<file path="config.mk">
export PLATFORM = sky130hd
export DESIGN_NAME = keep_k_smallest_with_index_unit
export DESIGN_NICKNAME = d
export VERILOG_FILES = /design/src/rtl/ksel_pkg.sv /design/src/rtl/ksel_front.sv /design/src/rtl/ksel_back.sv /design/src/rtl/keep_k_smallest_with_index_unit.sv
export SDC_FILE = /design/constraint.sdc
export NUM_CORES = 1
export LEC_CHECK = 0
export BUFFER_PORTS_ARGS = -buffer_cell sky130_fd_sc_hd__buf_2
export CORE_MARGIN = 3
export CORE_UTILIZATION = 31
export DETAILED_ROUTE_END_ITERATION = 12
export PLACE_DENSITY = 0.51
export SLEW_MARGIN = 20
export SYNTH_ARGS = -nofsm -noshare
export SYNTH_HDL_FRONTEND = slang
export SYNTH_HIERARCHICAL = 1
export SYNTH_SLANG_ARGS = --single-unit
</file>
<file path="constraint.sdc">
create_clock -name clk -period 9.5 [get_ports clk]
set_clock_uncertainty 0.15 [all_clocks]
set_input_delay 0 -clock clk [delete_from_list [all_inputs] [get_ports clk]]
set_output_delay 0 -clock clk [all_outputs]
set_load 0.02 [all_outputs]
</file>
<file path="src/rtl/ksel_pkg.sv">
// ksel_pkg: beat types, command type and fixed widths for the k-smallest selection unit
// no dependencies; used by every file of the unit
`default_nettype none

package ksel_pkg;

    localparam int VALUE_W = 32;
    localparam int SLOT_FIELD_W = 6;
    localparam int COUNT_W = 7;

    typedef enum logic {
        OP_PUSH = 1'b0,
        OP_READ = 1'b1
    } op_t;

    typedef struct packed {
        logic                      req_type;
        logic signed [VALUE_W-1:0] new_value;
        logic signed [VALUE_W-1:0] new_index;
        logic [SLOT_FIELD_W-1:0]   read_slot;
    } in_beat_t;

    typedef struct packed {
        logic signed [VALUE_W-1:0] slot_value;
        logic signed [VALUE_W-1:0] slot_index;
        logic                      slot_valid;
        logic [COUNT_W-1:0]        filled_count;
    } out_beat_t;

    // classified command handed from front to back
    typedef struct packed {
        op_t                       op;
        logic signed [VALUE_W-1:0] value;
        logic signed [VALUE_W-1:0] tag;
        logic [SLOT_FIELD_W-1:0]   slot;
    } cmd_t;

endpackage

`default_nettype wire

</file>
<file path="src/rtl/ksel_front.sv">
// ksel_front: accepts input beats, decodes the request type and queues commands
// depends on ksel_pkg
`default_nettype none

module ksel_front
(
    input  wire logic             clk,
    input  wire logic             rst_n,
    input  wire logic             push,
    output logic                  full,
    input  wire ksel_pkg::in_beat_t item,
    output logic                  cmd_valid,
    output ksel_pkg::cmd_t        cmd,
    input  wire logic             cmd_take
);

    ksel_pkg::cmd_t q_reg [2];
    logic           wr_ptr_reg;
    logic           wr_ptr_next;
    logic           rd_ptr_reg;
    logic           rd_ptr_next;
    logic [1:0]     count_reg;
    logic [1:0]     count_next;
    logic           do_wr;
    logic           do_rd;
    ksel_pkg::cmd_t decoded;

    assign full      = (count_reg == 2'd2);
    assign cmd_valid = (count_reg != 2'd0);
    assign cmd       = q_reg[rd_ptr_reg];
    assign do_wr     = push && !full;
    assign do_rd     = cmd_take && cmd_valid;

    always_comb
    begin
        decoded.op    = item.req_type ? ksel_pkg::OP_READ : ksel_pkg::OP_PUSH;
        decoded.value = item.new_value;
        decoded.tag   = item.new_index;
        decoded.slot  = item.read_slot;
    end

    always_comb
    begin
        wr_ptr_next = do_wr ? ~wr_ptr_reg : wr_ptr_reg;
        rd_ptr_next = do_rd ? ~rd_ptr_reg : rd_ptr_reg;
        count_next  = count_reg;
        if (do_wr && !do_rd)
        begin
            count_next = count_reg + 2'd1;
        end
        else if (do_rd && !do_wr)
        begin
            count_next = count_reg - 2'd1;
        end
    end

    always_ff @(posedge clk or negedge rst_n)
    begin
        if (!rst_n)
        begin
            wr_ptr_reg <= 1'b0;
            rd_ptr_reg <= 1'b0;
            count_reg  <= 2'd0;
        end
        else
        begin
            wr_ptr_reg <= wr_ptr_next;
            rd_ptr_reg <= rd_ptr_next;
            count_reg  <= count_next;
        end
    end

    always_ff @(posedge clk)
    begin
        if (do_wr)
        begin
            q_reg[wr_ptr_reg] <= decoded;
        end
    end

endmodule

`default_nettype wire

</file>
<file path="src/rtl/ksel_back.sv">
// ksel_back: slot store, max scan sequencer and result buffer
// depends on ksel_pkg
`default_nettype none

module ksel_back
#(
    parameter int KEEP_COUNT = 8
)
(
    input  wire logic              clk,
    input  wire logic              rst_n,
    input  wire logic              cmd_valid,
    input  wire ksel_pkg::cmd_t    cmd,
    output logic                   cmd_take,
    output logic                   empty,
    input  wire logic              pop,
    output ksel_pkg::out_beat_t    result
);

    localparam int SLOT_W = (KEEP_COUNT > 1) ? $clog2(KEEP_COUNT) : 1;
    localparam int FILL_W = $clog2(KEEP_COUNT + 1);

    typedef enum logic [3:0] {
        ST_IDLE   = 4'b0001,
        ST_READ   = 4'b0010,
        ST_SCAN   = 4'b0100,
        ST_UPDATE = 4'b1000
    } state_t;

    logic signed [ksel_pkg::VALUE_W-1:0] val_mem [KEEP_COUNT];
    logic signed [ksel_pkg::VALUE_W-1:0] tag_mem [KEEP_COUNT];
    logic signed [ksel_pkg::VALUE_W-1:0] rd_val_reg;
    logic signed [ksel_pkg::VALUE_W-1:0] rd_tag_reg;
    logic [SLOT_W-1:0]                   rd_addr;
    logic                                we;
    logic [SLOT_W-1:0]                   wr_addr;
    logic signed [ksel_pkg::VALUE_W-1:0] wr_val;
    logic signed [ksel_pkg::VALUE_W-1:0] wr_tag;

    state_t                              state_reg;
    state_t                              state_next;
    logic [FILL_W-1:0]                   fill_reg;
    logic [FILL_W-1:0]                   fill_next;
    logic [SLOT_W-1:0]                   scan_idx_reg;
    logic [SLOT_W-1:0]                   scan_idx_next;
    logic signed [ksel_pkg::VALUE_W-1:0] best_val_reg;
    logic signed [ksel_pkg::VALUE_W-1:0] best_val_next;
    logic [SLOT_W-1:0]                   best_slot_reg;
    logic [SLOT_W-1:0]                   best_slot_next;
    logic signed [ksel_pkg::VALUE_W-1:0] cur_val_reg;
    logic signed [ksel_pkg::VALUE_W-1:0] cur_val_next;
    logic signed [ksel_pkg::VALUE_W-1:0] cur_tag_reg;
    logic signed [ksel_pkg::VALUE_W-1:0] cur_tag_next;
    logic                                res_valid_reg;
    logic                                res_valid_next;
    ksel_pkg::out_beat_t                 res_reg;
    ksel_pkg::out_beat_t                 res_next;

    logic                                store_full;
    logic                                slot_hit;
    logic                                scan_last;
    logic [ksel_pkg::COUNT_W-1:0]        fill_ext;

    assign empty      = !res_valid_reg;
    assign result     = res_reg;
    assign store_full = (fill_reg == FILL_W'(KEEP_COUNT));
    assign fill_ext   = ksel_pkg::COUNT_W'(fill_reg);
    assign slot_hit   = (ksel_pkg::COUNT_W'(cmd.slot) < fill_ext);
    assign scan_last  = (scan_idx_reg == SLOT_W'(KEEP_COUNT - 1));

    always_comb
    begin
        state_next     = state_reg;
        fill_next      = fill_reg;
        scan_idx_next  = scan_idx_reg;
        best_val_next  = best_val_reg;
        best_slot_next = best_slot_reg;
        cur_val_next   = cur_val_reg;
        cur_tag_next   = cur_tag_reg;
        res_next       = res_reg;
        res_valid_next = res_valid_reg && !pop;
        cmd_take       = 1'b0;
        rd_addr        = '0;
        we             = 1'b0;
        wr_addr        = fill_reg[SLOT_W-1:0];
        wr_val         = cmd.value;
        wr_tag         = cmd.tag;

        case (state_reg)
            ST_IDLE:
            begin
                if (cmd_valid)
                begin
                    if (cmd.op == ksel_pkg::OP_READ)
                    begin
                        // read waits until the result buffer is free
                        if (!res_valid_reg)
                        begin
                            cmd_take = 1'b1;
                            if (slot_hit)
                            begin
                                rd_addr    = cmd.slot[SLOT_W-1:0];
                                state_next = ST_READ;
                            end
                            else
                            begin
                                res_next.slot_value   = '0;
                                res_next.slot_index   = '0;
                                res_next.slot_valid   = 1'b0;
                                res_next.filled_count = fill_ext;
                                res_valid_next        = 1'b1;
                            end
                        end
                    end
                    else
                    begin
                        cmd_take = 1'b1;
                        if (!store_full)
                        begin
                            // append at the fill point
                            we        = 1'b1;
                            fill_next = fill_reg + 1'b1;
                        end
                        else
                        begin
                            cur_val_next  = cmd.value;
                            cur_tag_next  = cmd.tag;
                            rd_addr       = '0;
                            scan_idx_next = '0;
                            state_next    = ST_SCAN;
                        end
                    end
                end
            end
            ST_READ:
            begin
                res_next.slot_value   = rd_val_reg;
                res_next.slot_index   = rd_tag_reg;
                res_next.slot_valid   = 1'b1;
                res_next.filled_count = fill_ext;
                res_valid_next        = 1'b1;
                state_next            = ST_IDLE;
            end
            ST_SCAN:
            begin
                // strict greater keeps the lowest slot on a tie
                if ((scan_idx_reg == '0) || (rd_val_reg > best_val_reg))
                begin
                    best_val_next  = rd_val_reg;
                    best_slot_next = scan_idx_reg;
                end
                if (scan_last)
                begin
                    state_next = ST_UPDATE;
                end
                else
                begin
                    rd_addr       = scan_idx_reg + 1'b1;
                    scan_idx_next = scan_idx_reg + 1'b1;
                end
            end
            ST_UPDATE:
            begin
                if (best_val_reg > cur_val_reg)
                begin
                    we      = 1'b1;
                    wr_addr = best_slot_reg;
                    wr_val  = cur_val_reg;
                    wr_tag  = cur_tag_reg;
                end
                state_next = ST_IDLE;
            end
            default:
            begin
                state_next = ST_IDLE;
            end
        endcase
    end

    always_ff @(posedge clk or negedge rst_n)
    begin
        if (!rst_n)
        begin
            state_reg     <= ST_IDLE;
            fill_reg      <= '0;
            res_valid_reg <= 1'b0;
        end
        else
        begin
            state_reg     <= state_next;
            fill_reg      <= fill_next;
            res_valid_reg <= res_valid_next;
        end
    end

    always_ff @(posedge clk)
    begin
        scan_idx_reg  <= scan_idx_next;
        best_val_reg  <= best_val_next;
        best_slot_reg <= best_slot_next;
        cur_val_reg   <= cur_val_next;
        cur_tag_reg   <= cur_tag_next;
        res_reg       <= res_next;
    end

    // slot store, one write and one registered read per cycle
    always_ff @(posedge clk)
    begin
        if (we)
        begin
            val_mem[wr_addr] <= wr_val;
            tag_mem[wr_addr] <= wr_tag;
        end
        rd_val_reg <= val_mem[rd_addr];
        rd_tag_reg <= tag_mem[rd_addr];
    end

endmodule

`default_nettype wire

</file>
<file path="src/rtl/keep_k_smallest_with_index_unit.sv">
// keep_k_smallest_with_index_unit: top level of the streaming k-smallest selection unit
// depends on ksel_pkg, ksel_front and ksel_back
//
// usage
//   input channel: a beat is taken at a rising edge with push high and full low;
//   req_type 0 offers a candidate value with its index, req_type 1 reads one slot
//   result channel: one beat per read, none per push; the oldest result sits on
//   result while empty is low and leaves at an edge with pop high
// timing
//   a two-entry command queue sits in front of the store sequencer, so up to two
//   beats are taken while the sequencer is busy
//   read: a filled slot passes the READ state for the registered store read, an
//   unfilled slot is answered from IDLE; either way the result is registered
//   push while filling: written at the fill point straight from IDLE
//   push on a full store: a max scan that reads one slot per cycle from the
//   single store read port, then the UPDATE state
// reset
//   rst_n clears the fill count, the queue and the result buffer; the store
//   contents are left as they are and only filled slots are ever read
// stall
//   while a result waits unpopped, a following read holds at the head of the
//   queue and every beat behind it waits too; full rises once the queue holds
//   two beats
`default_nettype none

module keep_k_smallest_with_index_unit
#(
    parameter int KEEP_COUNT = 8
)
(
    input  wire logic                clk,
    input  wire logic                rst_n,
    input  wire logic                push,
    output logic                     full,
    input  wire ksel_pkg::in_beat_t  item,
    output logic                     empty,
    input  wire logic                pop,
    output ksel_pkg::out_beat_t      result
);

    // command path between front and back
    logic           cmd_valid;
    logic           cmd_take;
    ksel_pkg::cmd_t cmd;

    ksel_front u_front
    (
        .clk       (clk),
        .rst_n     (rst_n),
        .push      (push),
        .full      (full),
        .item      (item),
        .cmd_valid (cmd_valid),
        .cmd       (cmd),
        .cmd_take  (cmd_take)
    );

    ksel_back
    #(
        .KEEP_COUNT (KEEP_COUNT)
    )
    u_back
    (
        .clk       (clk),
        .rst_n     (rst_n),
        .cmd_valid (cmd_valid),
        .cmd       (cmd),
        .cmd_take  (cmd_take),
        .empty     (empty),
        .pop       (pop),
        .result    (result)
    );

endmodule

`default_nettype wire

</file>
# Yosys cells after proc, flatten, opt, wreduce, memory -nomap -nowiden
# Memories as Yosys holds them, arrays and structs flattened. A register that Yosys moved wholly into a read port is not among the register bits.
# Index checks and enable logic that the tools add are counted.
# word_totals
reg_bits	187
mem_bits_rw	654
inputBits	75
out_inout_bits	74
word_cells	119
n_memories	3
# classes
addsub	4
order_cmp	3
eq_ne	18
muxes	50
bitwise	4
reduce_logical	22
# memory_table
memory	words	word_bits	read_ports	rd_ports_with_merged_regs	write_ports	line_no	rtl
u_back.tag_mem	8	32	1	1	1	ksel_back.sv:31	logic signed [ksel_pkg::VALUE_W-1:0] tag_mem [KEEP_COUNT];
u_back.val_mem	8	32	1	1	1	ksel_back.sv:30	logic signed [ksel_pkg::VALUE_W-1:0] val_mem [KEEP_COUNT];
u_front.q_reg	2	71	1	0	1	ksel_front.sv:17	ksel_pkg::cmd_t q_reg [2];
# ops
cell	count
$mux W72	4
$pmux W72 S2	1
$mux W32	4
$gt A32 B32 Y1	2
$mux W3	11
$mux W4	6
$mux W1	17
$reduce_and A5 Y1	3
$ne A2 B2 Y1 const B	6
$pmux W3 S2	2
$eq A4 B4 Y1 const B	2
$pmux W4 S2	1
$reduce_and A4 Y1	2
$reduce_bool A2 Y1	4
$lt A6 B4 Y1	1
$ne A3 B2 Y1 const B	2
$logic_and A1 B1 Y1	5
$logic_not A1 Y1	5
$add A4 B1 Y4 const B	1
$eq A4 B1 Y1 const B	1
$eq A4 B2 Y1 const B	1
$eq A4 B3 Y1 const B	1
$mux W2	2
$ne A2 B1 Y1 const B	2
11 further kinds	15

# Depth between registers and ports, before layout
# depth
word_depth	8
mapped_depth	13
mapped_depth_nobuf	9

# By module
# Netlist, hierarchy kept.
# by_module_without_submodules
module	n_inst	cells_each	area_each_um2	seq_area_each_um2
ksel_back	1	1956	29990.0	22017.4
ksel_front	1	240	5674.2	4364.2

# Worst setup path after synthesis
# No wires, ideal clock.
# synth_timing
path_type	register -> register
startpoint	register u_back/best_val_reg[30] in the netlist's numbering
endpoint	memory u_back/tag_mem[2][0] in the netlist's numbering (enable)
setup_ns	0.585
arrival_ns	6.860
required_ns	8.765
setup_slack_ns	1.905
path_stages_with_launch	9
n_path_buf	0
period_less_slack_ns	7.595
path_cell_list	edfxtp_1 > ha_1 > and4_1 > nand4_2 > nor4_4 > o311ai_1 > a31oi_1 > nor2_1 > o32ai_1
# synth_via
elab_chain_cells	5
elab_cells_between_ends	7
cone_classes	order compare: 1; mux: 6
# synth_lines
item	line_no	rtl
start: declaration	ksel_back.sv:46	logic signed [ksel_pkg::VALUE_W-1:0] best_val_reg;
start signal: assignment	ksel_back.sv:199	best_val_reg <= best_val_next;
$gt A32 B32 Y1 *	ksel_back.sv:164	if (best_val_reg > cur_val_reg)
$mux W1	ksel_back.sv:164	
$pmux W1 S2	ksel_back.sv:89	case (state_reg)
$mux W1	ksel_back.sv:209	if (we)
$mux W1 (not written as such)	ksel_back.sv:212	tag_mem[wr_addr] <= wr_tag;
end: declaration	ksel_back.sv:31	
# Every way passes the cells marked *; elsewhere a longest branch is shown, timed or not.

==> impl_metrics.toml <==
[status]
outcome = "complete, no violations"

[placed_design]
place_area_sq_um = 38100
placed_cells = 3761
dp_hpwl_um = 49700
io_buffers = 145
routabilityCongestion = 0.777

[synthesis]
netlist_top_cells_area = "edfxtp_1 (69%), mux2_4 (5.4%), dfxtp_1 (3.6%)"
syn_inst = 2196
yosysTopAreaCellShare_pct = 69.5
ys.flop_type = "edfxtp_1"
synth_seq_cells = 902
yosysUniqueCellTypes = 57
synth_area_sq_um = 35700
seq_area_frac_synth_pct = 74.0
synth_edf_count = 825
ys_warn_count = 6
async_flop_share_pct = 1.44
synth_top_cell_by_area = "edfxtp_1"
postSynthAreaPerCell_sq_um = 16.2

[route]
route.met2.wl_um = 43800
firstDrtPassIters = 6
wl_met3_um = 3590
m1WireLength_um = 37900
via_per_inst = 4.80
wl_um = 86800
top_layer_used = "met4"
first_iter_violations = 1290
drtAntennaViolNets = 0
wl_per_cell_um = 21.2
num_vias = 19600
drcViolationCount = 0

[finish]
nNetsFinal = 2654
seq_area_sq_um = 26400
syn_to_final_growth_pct = 19.8
final_design_area_no_fill_sq_um = 42700
antenna_cells = 0
final_cell_mix = "edfxtp_1 (825), nand2_1 (276), a21oi_1 (148)"
final_common_cell = "edfxtp_1"
filler_cell_count = 10600
multiInputGateArea_sq_um = 8530
instances_no_fill = 4088
drive_above_1_share_pct = 19.0

[setup_path]
startpoint = "u_front/rd_ptr_reg"
crit_arrival_ns = 5.31
crit_required_ns = 9.94
cp_max_fo = 128
rr_startpoint = "u_front/rd_ptr_reg"
startpoint_type = "register"
criticalPathCategory = "register to register"
r2r_setup_slack_ns = 4.63
worstSetupEndpointType = "register"

[floorplan]
start_util_pct = 31.5
die_h_um = 345
rows = 123
dieArea_sq_um = 119000
core_area_sq_um = 113000
ios = 149
die_w_um = 345

[timing]
relSlewSlack_pct = 34.2
clock.fmax_mhz = 205
drv_slew = 0
period_needed_ns = 4.87
finalSetupViolations = 0
min_period_over_period_pct = 51.2
worst_pin_slew_ns = 0.988
rsz0062_at_grt = "no"
hold_viol = 0
tns_ns = 0

[global_route]
grt_pass1_vias = 20600
grt_pass1_wl_um = 130000
grt_max_degree = 221
overflow = 0
grt_usage_pct = 14.3
antenna_found_initial = 6

[clock_tree]
insertion_delay_ns = 0.66
cts_setup_buffers = 0
holdBufCountCts = 146
clockBufferDepth = 3
cts_tree = "yes"
h-tree-depth = 3
cts.sinks = 902
post_cts_resized = 0
cts_root_buf = "clkbuf_16"
cts_buffers = 96
clkTransAtPathRegs_ns = 0.06

[pwr]
power.density_nw_per_um2 = 288
intPower_mw = 8.73
swShare_pct = 29.1
clockPowerShare_pct = 30.1
p_comb_share_pct = 21.4
total_power_mw = 12.3
max-vdd-ir-drop_uv = 163
power_frac_seq_pct = 48.5
p_switching_mw = 3.58
p_leak_nw = 15.5

[flow_run]
maxCapViolCount = 0

[min_path]
hold_class = "input pin to register"
hp-start = "pop"
==> routing by layer <==
layer | vias to the layer above | global-route usage (%)
li1 | 9001 | -
met2 | 398 | 24.9
met1 | 10100 | 18.5
met3 | 109 | 2.23
met4 | 0 | 3.67
met5 | - | 0
==> metrics by stage <==
step,util [%],worst slack (ns),hold WS [ns]
finish,37.7,4.63,0.0889
global route,37.7,4.31,0.0999
CTS,37.7,4.55,0.0387
detailed placement,33.6,4.55,-0.235
global placement,33.6,4.68,-0.242
floorplan,-,1.90,-0.446
==> cells in the mapped netlist (2+ instances only) <==
master     number
xor2_1          2
o32ai_1         3
xnor2_1         6
and3_1          4
buf_12          7
nand3b_1        2
nand2b_1        2
nor2b_1         6
a21boi_0        3
nand4_1         9
dfxtp_1        64
dfrtp_1        12
a211oi_1        3
nand3_1        11
a21oi_1       149
buf_1          10
buf_2          22
o211ai_1        2
buf_4           3
nor3b_1         2
a221o_1         2
nor3_1          6
o21ai_0        16
clkbuf_1       68
mux2i_1        63
o21a_1         68
buf_8           6
o2111ai_1       2
nor2_1         10
inv_1          78
and4_1          6
nand2_1       278
a31oi_1         3
edfxtp_1      825
o31ai_1         2
a21o_1         14
and2_1         72
a32oi_1       129
ha_1           73
mux2_2          6
or2_2           3
mux2_4        129
==> path summary, 6_finish.rpt <==
check,cells past startpoint,to
worst max-delay path,10,u_back/rd_tag_reg[7]
worst min-delay path,4,u_back/res_valid_reg
worst max register to register,10,u_back/rd_tag_reg[7]
worst min register to register,0,u_back/best_val_reg[22]
max in group asynchronous,3,u_front/rd_ptr_reg
min in group asynchronous,3,u_back/state_reg[1]
==> power groups by stage <==
stage / logic (mW) / clock network [mW] / registers [mW]
2_1_floorplan: 1.65 / 0 / 6.10
3_3_place_gp: 2.59 / 0 / 6.06
3_5_place_dp: 2.64 / 0 / 6.07
4_1_cts: 2.70 / 3.81 / 6.00
5_1_grt: 2.88 / 3.98 / 6.06
6_report: 2.63 / 3.71 / 5.98
==> critical path, cell delays in order (launching register included) <==
cell,delay (ns)
dfrtp_4,0.98
mux2_4,0.37
ha_1,0.28
o21ai_0,0.16
o2111ai_1,0.54
and2_4,0.56
buf_12,0.42
buf_16,0.54
a21oi_1,0.16
a32oi_1,0.30
o21a_1,0.19
==> layout make-up <==
type                    count  area share (%)
well taps                1500            4.39
multi-input cells        1101            20.0
clock buffers             124            6.13
inverters                  78           0.685
flip-flops and latches    902            61.8
repair buffers            327            5.83
clock inverters            56            1.26
==> cell families (layout without fill, tap and decap cells) <==
kind of cell	count (synthesis)	count (layout)	share of synthesized area, %
xor+xnor	8	8	0.196
fa+ha+maj	73	73	2.56
other cells	1	3	0.0105
simple gates	418	418	5.39
mux	198	198	7.39
buf+inv	195	585	2.69
flops	902	902	74.0
compound gates	401	401	7.79
Power figures use the tool's default switching activity.
